## config.mk

```make
export PLATFORM = sky130hd
export DESIGN_NAME = dns_captive_a_responder
export DESIGN_NICKNAME = d
export VERILOG_FILES = /design/src/rtl/dca_pkg.sv /design/src/rtl/dca_parser.sv /design/src/rtl/dca_answer.sv /design/src/rtl/dns_captive_a_responder.sv
export SDC_FILE = /design/constraint.sdc
export NUM_CORES = 1
export LEC_CHECK = 0
export BUFFER_PORTS_ARGS = -buffer_cell sky130_fd_sc_hd__buf_2
export CORE_MARGIN = 2
export CORE_UTILIZATION = 55
export CTS_BUF_LIST = sky130_fd_sc_hd__clkbuf_4
export CTS_CLUSTER_DIAMETER = 200
export DETAILED_ROUTE_END_ITERATION = 6
export PLACE_DENSITY = 0.77
export SYNTH_ARGS = -nofsm -noshare
export SYNTH_HDL_FRONTEND = slang
export SYNTH_SLANG_ARGS = --single-unit
```

## constraint.sdc

```tcl
create_clock -name clk -period 2.9 [get_ports clk]
set_input_delay 0.29 -clock clk [delete_from_list [all_inputs] [get_ports clk]]
set_output_delay 0.29 -clock clk [all_outputs]
set_load 0.02 [all_outputs]
```

## src/rtl/dca_pkg.sv

```systemverilog
`default_nettype none
// ----------------------------------------------------------------------------
// dca_pkg: shared types and constants of the captive-portal DNS responder
// Payload structs, verdict codes, register indexes and answer record length.
// ----------------------------------------------------------------------------
package dca_pkg;

	// Default packet size limit in bytes.
	localparam int MAX_PACKET_DEF = 512;

	// Register reset values.
	localparam logic [31:0] IPV4_RESET = 32'd17082560;
	localparam logic [31:0] TTL_RESET  = 32'd10;

	// Configuration register indexes.
	localparam logic CFG_IPV4 = 1'b0;
	localparam logic CFG_TTL  = 1'b1;

	// Verdict codes carried with the final byte of a reply.
	localparam logic [2:0] V_SEND    = 3'd0;
	localparam logic [2:0] V_SHORT   = 3'd1;
	localparam logic [2:0] V_LONG    = 3'd2;
	localparam logic [2:0] V_RECORDS = 3'd3;
	localparam logic [2:0] V_TRUNC   = 3'd4;
	localparam logic [2:0] V_CUT     = 3'd5;
	localparam logic [2:0] V_NOTA    = 3'd6;

	// Answer record: sixteen bytes appended after a valid A query.
	localparam int ANS_LEN   = 16;
	localparam int ANS_IDX_W = $clog2(ANS_LEN);

	// Input transaction payload.
	typedef struct packed {
		logic [7:0] in_byte;
		logic       last_byte;
	} in_t;

	// Output transaction payload.
	typedef struct packed {
		logic [7:0] out_byte;
		logic       out_last;
		logic [2:0] verdict;
	} out_t;

	// Parser result for the byte at its input.
	typedef struct packed {
		out_t res;
		logic answer;
	} parse_t;

	// Answer generator status.
	typedef struct packed {
		logic active;
		logic last_slot;
	} ans_status_t;

endpackage
`default_nettype wire

```

## src/rtl/dca_parser.sv

```systemverilog
`default_nettype none
// ----------------------------------------------------------------------------
// dca_parser: header rewrite and question walk
// Rewrites header bytes, walks the labels of the first question, captures
// QTYPE and decides the verdict on the final byte of each packet.
// ----------------------------------------------------------------------------
module dca_parser #(
	parameter int MaxPacket = dca_pkg::MAX_PACKET_DEF
) (
	input  wire logic          clk,
	input  wire logic          arst_n,
	input  wire logic          accept,
	input  wire dca_pkg::in_t  in_data,
	output dca_pkg::parse_t    result
);
	import dca_pkg::*;

	localparam int POS_W = $clog2(MaxPacket + 2);

	typedef enum logic [2:0] {
		PH_HEADER,
		PH_LEN,
		PH_BODY,
		PH_KHI,
		PH_KLO,
		PH_DONE
	} phase_t;

	phase_t     phase_q, phase_n;
	logic [POS_W-1:0] pos_q, pos_n;
	logic [7:0] label_q, label_n;
	logic [15:0] kind_q, kind_n;
	logic       kind_done_q, kind_done_n;
	logic       records_q, records_n;
	logic       trunc_q, trunc_n;
	logic [7:0] ob;
	logic [2:0] verdict;
	logic       in_header;

	// Next state and output byte for the byte at the input.
	always_comb begin
		phase_n     = phase_q;
		label_n     = label_q;
		kind_n      = kind_q;
		kind_done_n = kind_done_q;
		records_n   = records_q;
		trunc_n     = trunc_q;
		ob          = in_data.in_byte;
		in_header   = pos_q < POS_W'(12);

		if (in_header) begin
			if (pos_q == POS_W'(2)) begin
				trunc_n = trunc_q | in_data.in_byte[1];
				ob      = in_data.in_byte | 8'h80;
			end else if (pos_q == POS_W'(3)) begin
				ob = in_data.in_byte | 8'h80;
			end
			if (pos_q >= POS_W'(6) && in_data.in_byte != 8'h00) begin
				records_n = 1'b1;
			end
			if (pos_q == POS_W'(6)) ob = 8'h00;
			if (pos_q == POS_W'(7)) ob = 8'h01;
			if (pos_q == POS_W'(11)) phase_n = PH_LEN;
		end else begin
			case (phase_q)
				PH_LEN: begin
					if (in_data.in_byte == 8'h00) begin
						phase_n = PH_KHI;
					end else begin
						label_n = in_data.in_byte;
						phase_n = PH_BODY;
					end
				end
				PH_BODY: begin
					label_n = label_q - 8'd1;
					if (label_n == 8'h00) phase_n = PH_LEN;
				end
				PH_KHI: begin
					kind_n  = {in_data.in_byte, 8'h00};
					phase_n = PH_KLO;
				end
				PH_KLO: begin
					kind_n      = {kind_q[15:8], in_data.in_byte};
					kind_done_n = 1'b1;
					phase_n     = PH_DONE;
				end
				default: begin
				end
			endcase
		end

		// Byte position saturates one past the limit.
		pos_n = (pos_q <= POS_W'(MaxPacket)) ? pos_q + POS_W'(1) : pos_q;

		// Verdict in priority order, using this byte's updates.
		if (pos_q >= POS_W'(MaxPacket))  verdict = V_LONG;
		else if (pos_q < POS_W'(11))     verdict = V_SHORT;
		else if (records_n)              verdict = V_RECORDS;
		else if (trunc_n)                verdict = V_TRUNC;
		else if (!kind_done_n)           verdict = V_CUT;
		else if (kind_n != 16'h0001)     verdict = V_NOTA;
		else                             verdict = V_SEND;

		// The final byte returns all packet state to its reset value.
		if (in_data.last_byte) begin
			phase_n     = PH_HEADER;
			pos_n       = '0;
			label_n     = '0;
			kind_n      = '0;
			kind_done_n = 1'b0;
			records_n   = 1'b0;
			trunc_n     = 1'b0;
		end
	end

	// Result for this byte; a sent reply ends with the answer record.
	always_comb begin
		result.res.out_byte = ob;
		result.res.out_last = in_data.last_byte && (verdict != V_SEND);
		result.res.verdict  = in_data.last_byte ? verdict : V_SEND;
		result.answer       = in_data.last_byte && (verdict == V_SEND);
	end

	// Packet state registers.
	always_ff @(posedge clk or negedge arst_n) begin
		if (!arst_n) begin
			phase_q     <= PH_HEADER;
			pos_q       <= '0;
			label_q     <= '0;
			kind_q      <= '0;
			kind_done_q <= 1'b0;
			records_q   <= 1'b0;
			trunc_q     <= 1'b0;
		end else if (accept) begin
			phase_q     <= phase_n;
			pos_q       <= pos_n;
			label_q     <= label_n;
			kind_q      <= kind_n;
			kind_done_q <= kind_done_n;
			records_q   <= records_n;
			trunc_q     <= trunc_n;
		end
	end

endmodule
`default_nettype wire

```

## src/rtl/dca_answer.sv

```systemverilog
`default_nettype none
// ----------------------------------------------------------------------------
// dca_answer: answer record generator
// Steps through the sixteen bytes of the A record once started.
// ----------------------------------------------------------------------------
module dca_answer (
	input  wire logic        clk,
	input  wire logic        arst_n,
	input  wire logic        start,
	input  wire logic        advance,
	input  wire logic [31:0] ipv4,
	input  wire logic [31:0] ttl,
	output dca_pkg::out_t    ans_byte,
	output dca_pkg::ans_status_t status
);
	import dca_pkg::*;

	localparam logic [ANS_IDX_W-1:0] LAST_IDX = ANS_IDX_W'(ANS_LEN - 1);

	logic [ANS_IDX_W-1:0] idx_q;
	logic                 active_q;
	logic [7:0]           b;

	// Record layout: pointer, type, class, TTL, length, address low first.
	always_comb begin
		case (idx_q)
			4'd0:    b = 8'hC0;
			4'd1:    b = 8'h0C;
			4'd2:    b = 8'h00;
			4'd3:    b = 8'h01;
			4'd4:    b = 8'h00;
			4'd5:    b = 8'h01;
			4'd6:    b = ttl[31:24];
			4'd7:    b = ttl[23:16];
			4'd8:    b = ttl[15:8];
			4'd9:    b = ttl[7:0];
			4'd10:   b = 8'h00;
			4'd11:   b = 8'h04;
			4'd12:   b = ipv4[7:0];
			4'd13:   b = ipv4[15:8];
			4'd14:   b = ipv4[23:16];
			default: b = ipv4[31:24];
		endcase
	end

	assign ans_byte.out_byte = b;
	assign ans_byte.out_last = (idx_q == LAST_IDX);
	assign ans_byte.verdict  = V_SEND;
	assign status.active     = active_q;
	assign status.last_slot  = (idx_q == LAST_IDX);

	// Byte counter of the record being drained.
	always_ff @(posedge clk or negedge arst_n) begin
		if (!arst_n) begin
			active_q <= 1'b0;
			idx_q    <= '0;
		end else if (start) begin
			active_q <= 1'b1;
			idx_q    <= '0;
		end else if (advance && active_q) begin
			if (idx_q == LAST_IDX) begin
				active_q <= 1'b0;
			end else begin
				idx_q <= idx_q + ANS_IDX_W'(1);
			end
		end
	end

endmodule
`default_nettype wire

```

## src/rtl/dns_captive_a_responder.sv

```systemverilog
`default_nettype none
// ----------------------------------------------------------------------------
// dns_captive_a_responder: captive-portal DNS responder for A queries
// Echoes a DNS query byte by byte as a reply; valid A queries get an A record.
// ----------------------------------------------------------------------------
// Usage:
//   Query bytes enter on the in_* valid/ready channel, one per transaction,
//   with last_byte marking the end of the packet. Each byte leaves on the
//   out_* channel the cycle after it is accepted, with the header rewritten.
//   Throughput is one byte per cycle, set by the single output register,
//   while out_ready is high and no answer record drains. When the final byte
//   completes a valid A query, sixteen answer bytes follow while in_ready
//   is low, one per cycle with out_ready high. The final transaction of every
//   reply carries out_last and a verdict: send, or a reason to drop it.
//   When the receiver stalls, the output register holds its transaction and
//   in_ready falls in the same cycle; nothing is lost.
//   Registers ap_ipv4_address (index 0) and answer_ttl (index 1) are set via
//   cfg_we/cfg_index/cfg_data; the user must write them only while no packet
//   is in flight; the block does not enforce it. Reset clears the parser to
//   the header phase, empties the output register and loads register defaults.
// ----------------------------------------------------------------------------
module dns_captive_a_responder #(
	parameter int MAX_PACKET = dca_pkg::MAX_PACKET_DEF
) (
	input  wire logic         clk,
	input  wire logic         arst_n,
	input  wire logic         in_valid,
	output logic              in_ready,
	input  wire dca_pkg::in_t in_data,
	output logic              out_valid,
	input  wire logic         out_ready,
	output dca_pkg::out_t     out_data,
	input  wire logic         cfg_we,
	input  wire logic         cfg_index,
	input  wire logic [31:0]  cfg_data
);
	import dca_pkg::*;

	logic        ipv4_q;
	logic [31:0] ipv4_reg_q;
	logic [31:0] ttl_q;
	logic        load;
	logic        in_acc;
	logic        ans_adv;
	parse_t      parse;
	out_t        ans_byte;
	ans_status_t ans_st;
	logic        out_valid_q;
	out_t        out_q;

	// Configuration registers.
	always_ff @(posedge clk or negedge arst_n) begin
		if (!arst_n) begin
			ipv4_reg_q <= IPV4_RESET;
			ttl_q      <= TTL_RESET;
			ipv4_q     <= 1'b0;
		end else begin
			ipv4_q <= 1'b0;
			if (cfg_we && cfg_index == CFG_IPV4) ipv4_reg_q <= cfg_data;
			if (cfg_we && cfg_index == CFG_TTL)  ttl_q      <= cfg_data;
		end
	end

	// Handshake: the output register takes a new transaction when it empties.
	assign load     = !out_valid_q || out_ready;
	assign in_ready = load && !ans_st.active && !ipv4_q;
	assign in_acc   = in_valid && in_ready;
	assign ans_adv  = load && ans_st.active;

	dca_parser #(
		.MaxPacket(MAX_PACKET)
	) u_parser (
		.clk    (clk),
		.arst_n (arst_n),
		.accept (in_acc),
		.in_data(in_data),
		.result (parse)
	);

	dca_answer u_answer (
		.clk     (clk),
		.arst_n  (arst_n),
		.start   (in_acc && parse.answer),
		.advance (ans_adv),
		.ipv4    (ipv4_reg_q),
		.ttl     (ttl_q),
		.ans_byte(ans_byte),
		.status  (ans_st)
	);

	// Output register.
	always_ff @(posedge clk or negedge arst_n) begin
		if (!arst_n) begin
			out_valid_q <= 1'b0;
		end else if (in_acc || ans_adv) begin
			out_valid_q <= 1'b1;
		end else if (out_ready) begin
			out_valid_q <= 1'b0;
		end
	end

	always_ff @(posedge clk) begin
		if (in_acc) begin
			out_q <= parse.res;
		end else if (ans_adv) begin
			out_q <= ans_byte;
		end
	end

	assign out_valid = out_valid_q;
	assign out_data  = out_q;

	// A query that earns an answer starts the record drain.
	a_ans_start: assert property (@(posedge clk) disable iff (!arst_n)
		in_acc && parse.answer |=> ans_st.active)
		else $error("answer record did not start after a valid A query");

	// A drop verdict only travels on the final transaction.
	a_verdict_last: assert property (@(posedge clk) disable iff (!arst_n)
		out_valid_q && out_q.verdict != V_SEND |-> out_q.out_last)
		else $error("drop verdict on a transaction that is not the last");

	// The drain ends after its last slot is loaded.
	a_ans_end: assert property (@(posedge clk) disable iff (!arst_n)
		ans_adv && ans_st.last_slot |=> !ans_st.active)
		else $error("answer drain ran past its last byte");

	// While a record drains, the output register holds a transaction.
	a_ans_valid: assert property (@(posedge clk) disable iff (!arst_n)
		ans_st.active |-> out_valid_q)
		else $error("output register empty during answer drain");

endmodule
`default_nettype wire

```

==> impl_metrics.sql <==
INSERT INTO impl_metrics (metric_group, metric, value, unit) VALUES
('timing', 'setup_violations', '0', ''),
('finish', 'seqCellArea', '3120', 'um2'),
('global_route', 'number_of_global_route_vias_before_repair', '4920', ''),
('die', 'row_count', '38', ''),
('finish', 'num-fill-cells', '821', ''),
('synth', 'synthesis.yosys.warnings', '0', ''),
('global_route', 'grt_max_degree', '54', ''),
('clock_tree', 'cts-root-buf', 'clkbuf_4', ''),
('critical_path', 'worst-r2r-setup-slack', '0.34', 'ns'),
('run_status', 'outcome', 'complete, no violations', ''),
('place', 'routabilityCongestion', '0.926', ''),
('power', 'static-leakage-power', '3.14', 'nW'),
('critical_path', 'critPathRequiredTime', '3.17', 'ns'),
('synth', 'synthMuxAreaShare', '12.9', '%'),
('clock_tree', 'clock_insertion_delay_worst_skew', '0.55', 'ns'),
('die', 'core', '10900', 'um2'),
('detailed_routing', 'route.detailed.wl_per_inst', '18.7', 'um'),
('global_route', 'global_route_wire_length_before_repair', '24800', 'um'),
('synth', 'synth-xor-area-share', '1.42', '%'),
('detailed_routing', 'via_count', '5077', ''),
('critical_path', 'worst-setup-path-type', 'reg -> reg', ''),
('timing', 'fin_crit', '2.56', 'ns'),
('place', 'numPortBuffers', '60', ''),
('detailed_routing', 'drtPass1Iterations', '6', ''),
('die', 'die-area', '12100', 'um2'),
('die', 'die_h', '110', 'um'),
('clock_tree', 'clk_pin_slew', '0.11', 'ns'),
('critical_path', 'worstReg2RegStart', 'u_parser.pos_q[7]$_DFFE_PN0P_', ''),
('clock_tree', 'cts_max_level', '4', ''),
('timing', 'fin_setup_tns', '0', 'ns'),
('critical_path', 'endpoint_kind', 'register', ''),
('detailed_routing', 'routed_via_density', '6.24', ''),
('min_path', 'hold_path.startpoint', 'in_data[6]', ''),
('critical_path', 'cp.arrival', '2.83', 'ns'),
('run', 'number_of_max_cap_violations', '0', ''),
('clock_tree', 'maximum_number_of_buffers_from_clock_root_to_sink', '2', ''),
('critical_path', 'count_of_cells_along_the_worst_register_to_register_path', '6', ''),
('die', 'dieWidth', '110', 'um'),
('clock_tree', 'numClockSinks', '122', ''),
('detailed_routing', 'detail_route.drc_violations', '0', ''),
('clock_tree', 'cts-buffers-inserted', '17', ''),
('synth', 'dominantRegCellSynth', 'dfrtp_1', ''),
('clock_tree', 'ctsResizeCount', '0', ''),
('synth', 'synth.lib_cells_used.distinct', '68', ''),
('place', 'hpwl', '10400', 'um'),
('timing', 'min_period_over_period', '88.3', '%'),
('synth', 'ys_ff_latch', '122', ''),
('power', 'p_total', '4.01', 'mW'),
('critical_path', 'start_kind', 'register', ''),
('timing', 'final-hold-violation-count', '0', ''),
('finish', 'area_taken_by_multi_input_logic_gates', '2880', 'um2'),
('min_path', 'worstHoldPathType', 'in -> reg', ''),
('global_route', 'grt_antenna_before_repair', '1', ''),
('finish', 'post_route_cells_drive_above_1_share', '28.8', '%'),
('clock_tree', 'clock_tree_from_tritoncts', 'yes', ''),
('power', 'power_density', '547', 'nW/um2'),
('synth', 'post_synth_fa_ha_maj_area_fraction', '1.82', '%'),
('critical_path', 'critical_path.max_fanout', '6', ''),
('timing', 'max-slew-margin-rel', '53.5', '%'),
('global_route', 'globalRoute.totalOverflow', '0', ''),
('detailed_routing', 'first_iter_violations', '396', ''),
('global_route', 'grt_usage', '27.1', '%'),
('synth', 'async_flop_share', '90.2', '%'),
('synth', 'synth_seq_area_share', '50.6', '%'),
('timing', 'timing.fmax', '391', 'MHz'),
('synth', 'syn_area', '6180', 'um2'),
('timing', 'timing.clock.skew', '0.0224', 'ns'),
('finish', 'layout-area-overhead-vs-synth', '18.7', '%'),
('detailed_routing', 'drt_wl_total', '15200', 'um'),
('timing', 'worst_slew_pin_slew', '0.691', 'ns'),
('synth', 'syn-num-nets', '620', '');
-- worst min-delay path by stage --
stage | to | slack, ns | cells after the start
2_1_floorplan | ipv4_reg_q[0]$_DFFE_PN0P_ | -0.006 | 0
3_3_place_gp | ipv4_reg_q[17]$_DFFE_PN0P_ | 0.37 | 1
3_5_place_dp | ttl_q[17]$_DFFE_PN0P_ | 0.38 | 1
4_1_cts | u_parser.kind_q[15]$_DFFE_PN0P_ | 0.06 | 2
5_1_grt | u_parser.kind_q[13]$_DFFE_PN0P_ | 0.05 | 2
6_report | u_parser.kind_q[13]$_DFFE_PN0P_ | 0.09 | 2
-- state kept, by name, summed over array words and instances (netlist names) --
name / count
u_parser.trunc_q: 1
u_parser.phase_q: 3
u_answer.idx_q: 4
out_valid: 1
out_data: 12
u_answer.active_q: 1
u_parser.kind_q: 16
ttl_q: 32
u_parser.label_q: 8
ipv4_reg_q: 32
u_parser.kind_done_q: 1
u_parser.pos_q: 10
u_parser.records_q: 1
-- per-layer routing --
metal | global-route usage [%] | up-vias | wire [um] | part of all wire [%]
li1 | - | 2320 | - | -
met1 | 37.5 | 2507 | 6660 | 44
met2 | 40.4 | 210 | 7080 | 47
met3 | 6.29 | 40 | 994 | 6.5
met4 | 12.8 | 0 | 470 | 3.1
met5 | 0 | - | 0 | 0
-- synth_stat cells (all sizes together) (5+ instances only) --
library cell / count / area [um2]
buf: 8 / 32.5
inv: 13 / 48.8
a2111oi: 6 / 53.8
nor2: 49 / 184
edfxtp: 12 / 360
mux2: 67 / 754
nand2b: 6 / 37.5
nand3: 15 / 75.1
o2bb2ai: 5 / 43.8
a21oi: 28 / 140
a22o: 19 / 166
a22oi: 12 / 90.1
dfrtp: 101 / 2530
o21ai: 28 / 151
dfstp: 9 / 236
ha: 9 / 113
nor3: 13 / 65.1
a221oi: 10 / 87.6
nor4: 8 / 65.1
xor2: 6 / 52.6
nand2: 27 / 101
clkbuf: 27 / 101
nor2b: 7 / 43.8
nor3b: 6 / 50.1
-- cells by family after synthesis --
family,count (synthesis)
AO/OA/AOI/OAI,149
adder cells (fa/ha/maj),9
XOR/XNOR,10
multiplexers,71
buffers and inverters,48
flip-flops,122
AND/OR/NAND/NOR,155
-- critical path: stages, from the launching register on --
cell and delay [ns]:
dfrtp_1 0.46, or4_4 0.59, o22ai_1 0.48, a22o_1 0.24, nand4_1 0.17, nor2_1 0.25
a31oi_1 0.11
-- cell usage in the layout (no fill, tap or decap), types with 10 or more instances in the layout --
cell type | synthesis | layout
buf_4 | 0 | 18
mux2_2 | 67 | 67
buf_2 | 2 | 59
inv_1 | 13 | 13
edfxtp_1 | 12 | 12
o21ai_0 | 25 | 25
a221oi_1 | 10 | 10
nor2_1 | 49 | 49
nand3_1 | 15 | 15
dlygate4sd3_1 | 0 | 34
dfrtp_1 | 101 | 101
a22oi_1 | 12 | 12
nand2_1 | 27 | 27
clkbuf_4 | 0 | 21
a22o_1 | 19 | 19
a21oi_1 | 28 | 28
nor3_1 | 13 | 13
-- repair_timing --
item	CTS	global route
setup buffers	0	0
hold buffers	34	0
endpoints found under the hold margin	114	0
-- stage by stage --
step | worst slack (ns) | instances | util [%] | area [um2] | hold slack [ns]
final | 0.341 | 814 | 67.3 | 7330 | 0.0939
after global routing | 0.165 | 814 | 67.3 | 7330 | 0.0530
after CTS | 0.374 | 813 | 67.3 | 7330 | 0.0561
after detailed placement | 0.407 | 747 | 61.3 | 6680 | 0.379
after global placement | 0.493 | 747 | 61.3 | 6680 | 0.370
after floorplan | 0.487 | 564 | - | 6180 | -0.00559
-- area by class of cell --
type                    count  area share, %
flip-flops and latches    122           42.6
diodes                      1         0.0341
clock inverters            11           2.08
well taps                 140           2.39
clock buffers              21           2.15
repair buffers            112           10.8
inverters                  13          0.666
multi-input cells         394           39.3
-- where the power goes --
| group | total, mW | internal (mW) | switching, mW |
|---|---|---|---|
| clock | 1.32 | 0.709 | 0.614 |
| sequential | 2.04 | 1.91 | 0.125 |
| combinational | 0.646 | 0.309 | 0.336 |
| total | 4.01 | 2.93 | 1.08 |
(Power assumes the default switching activity.)
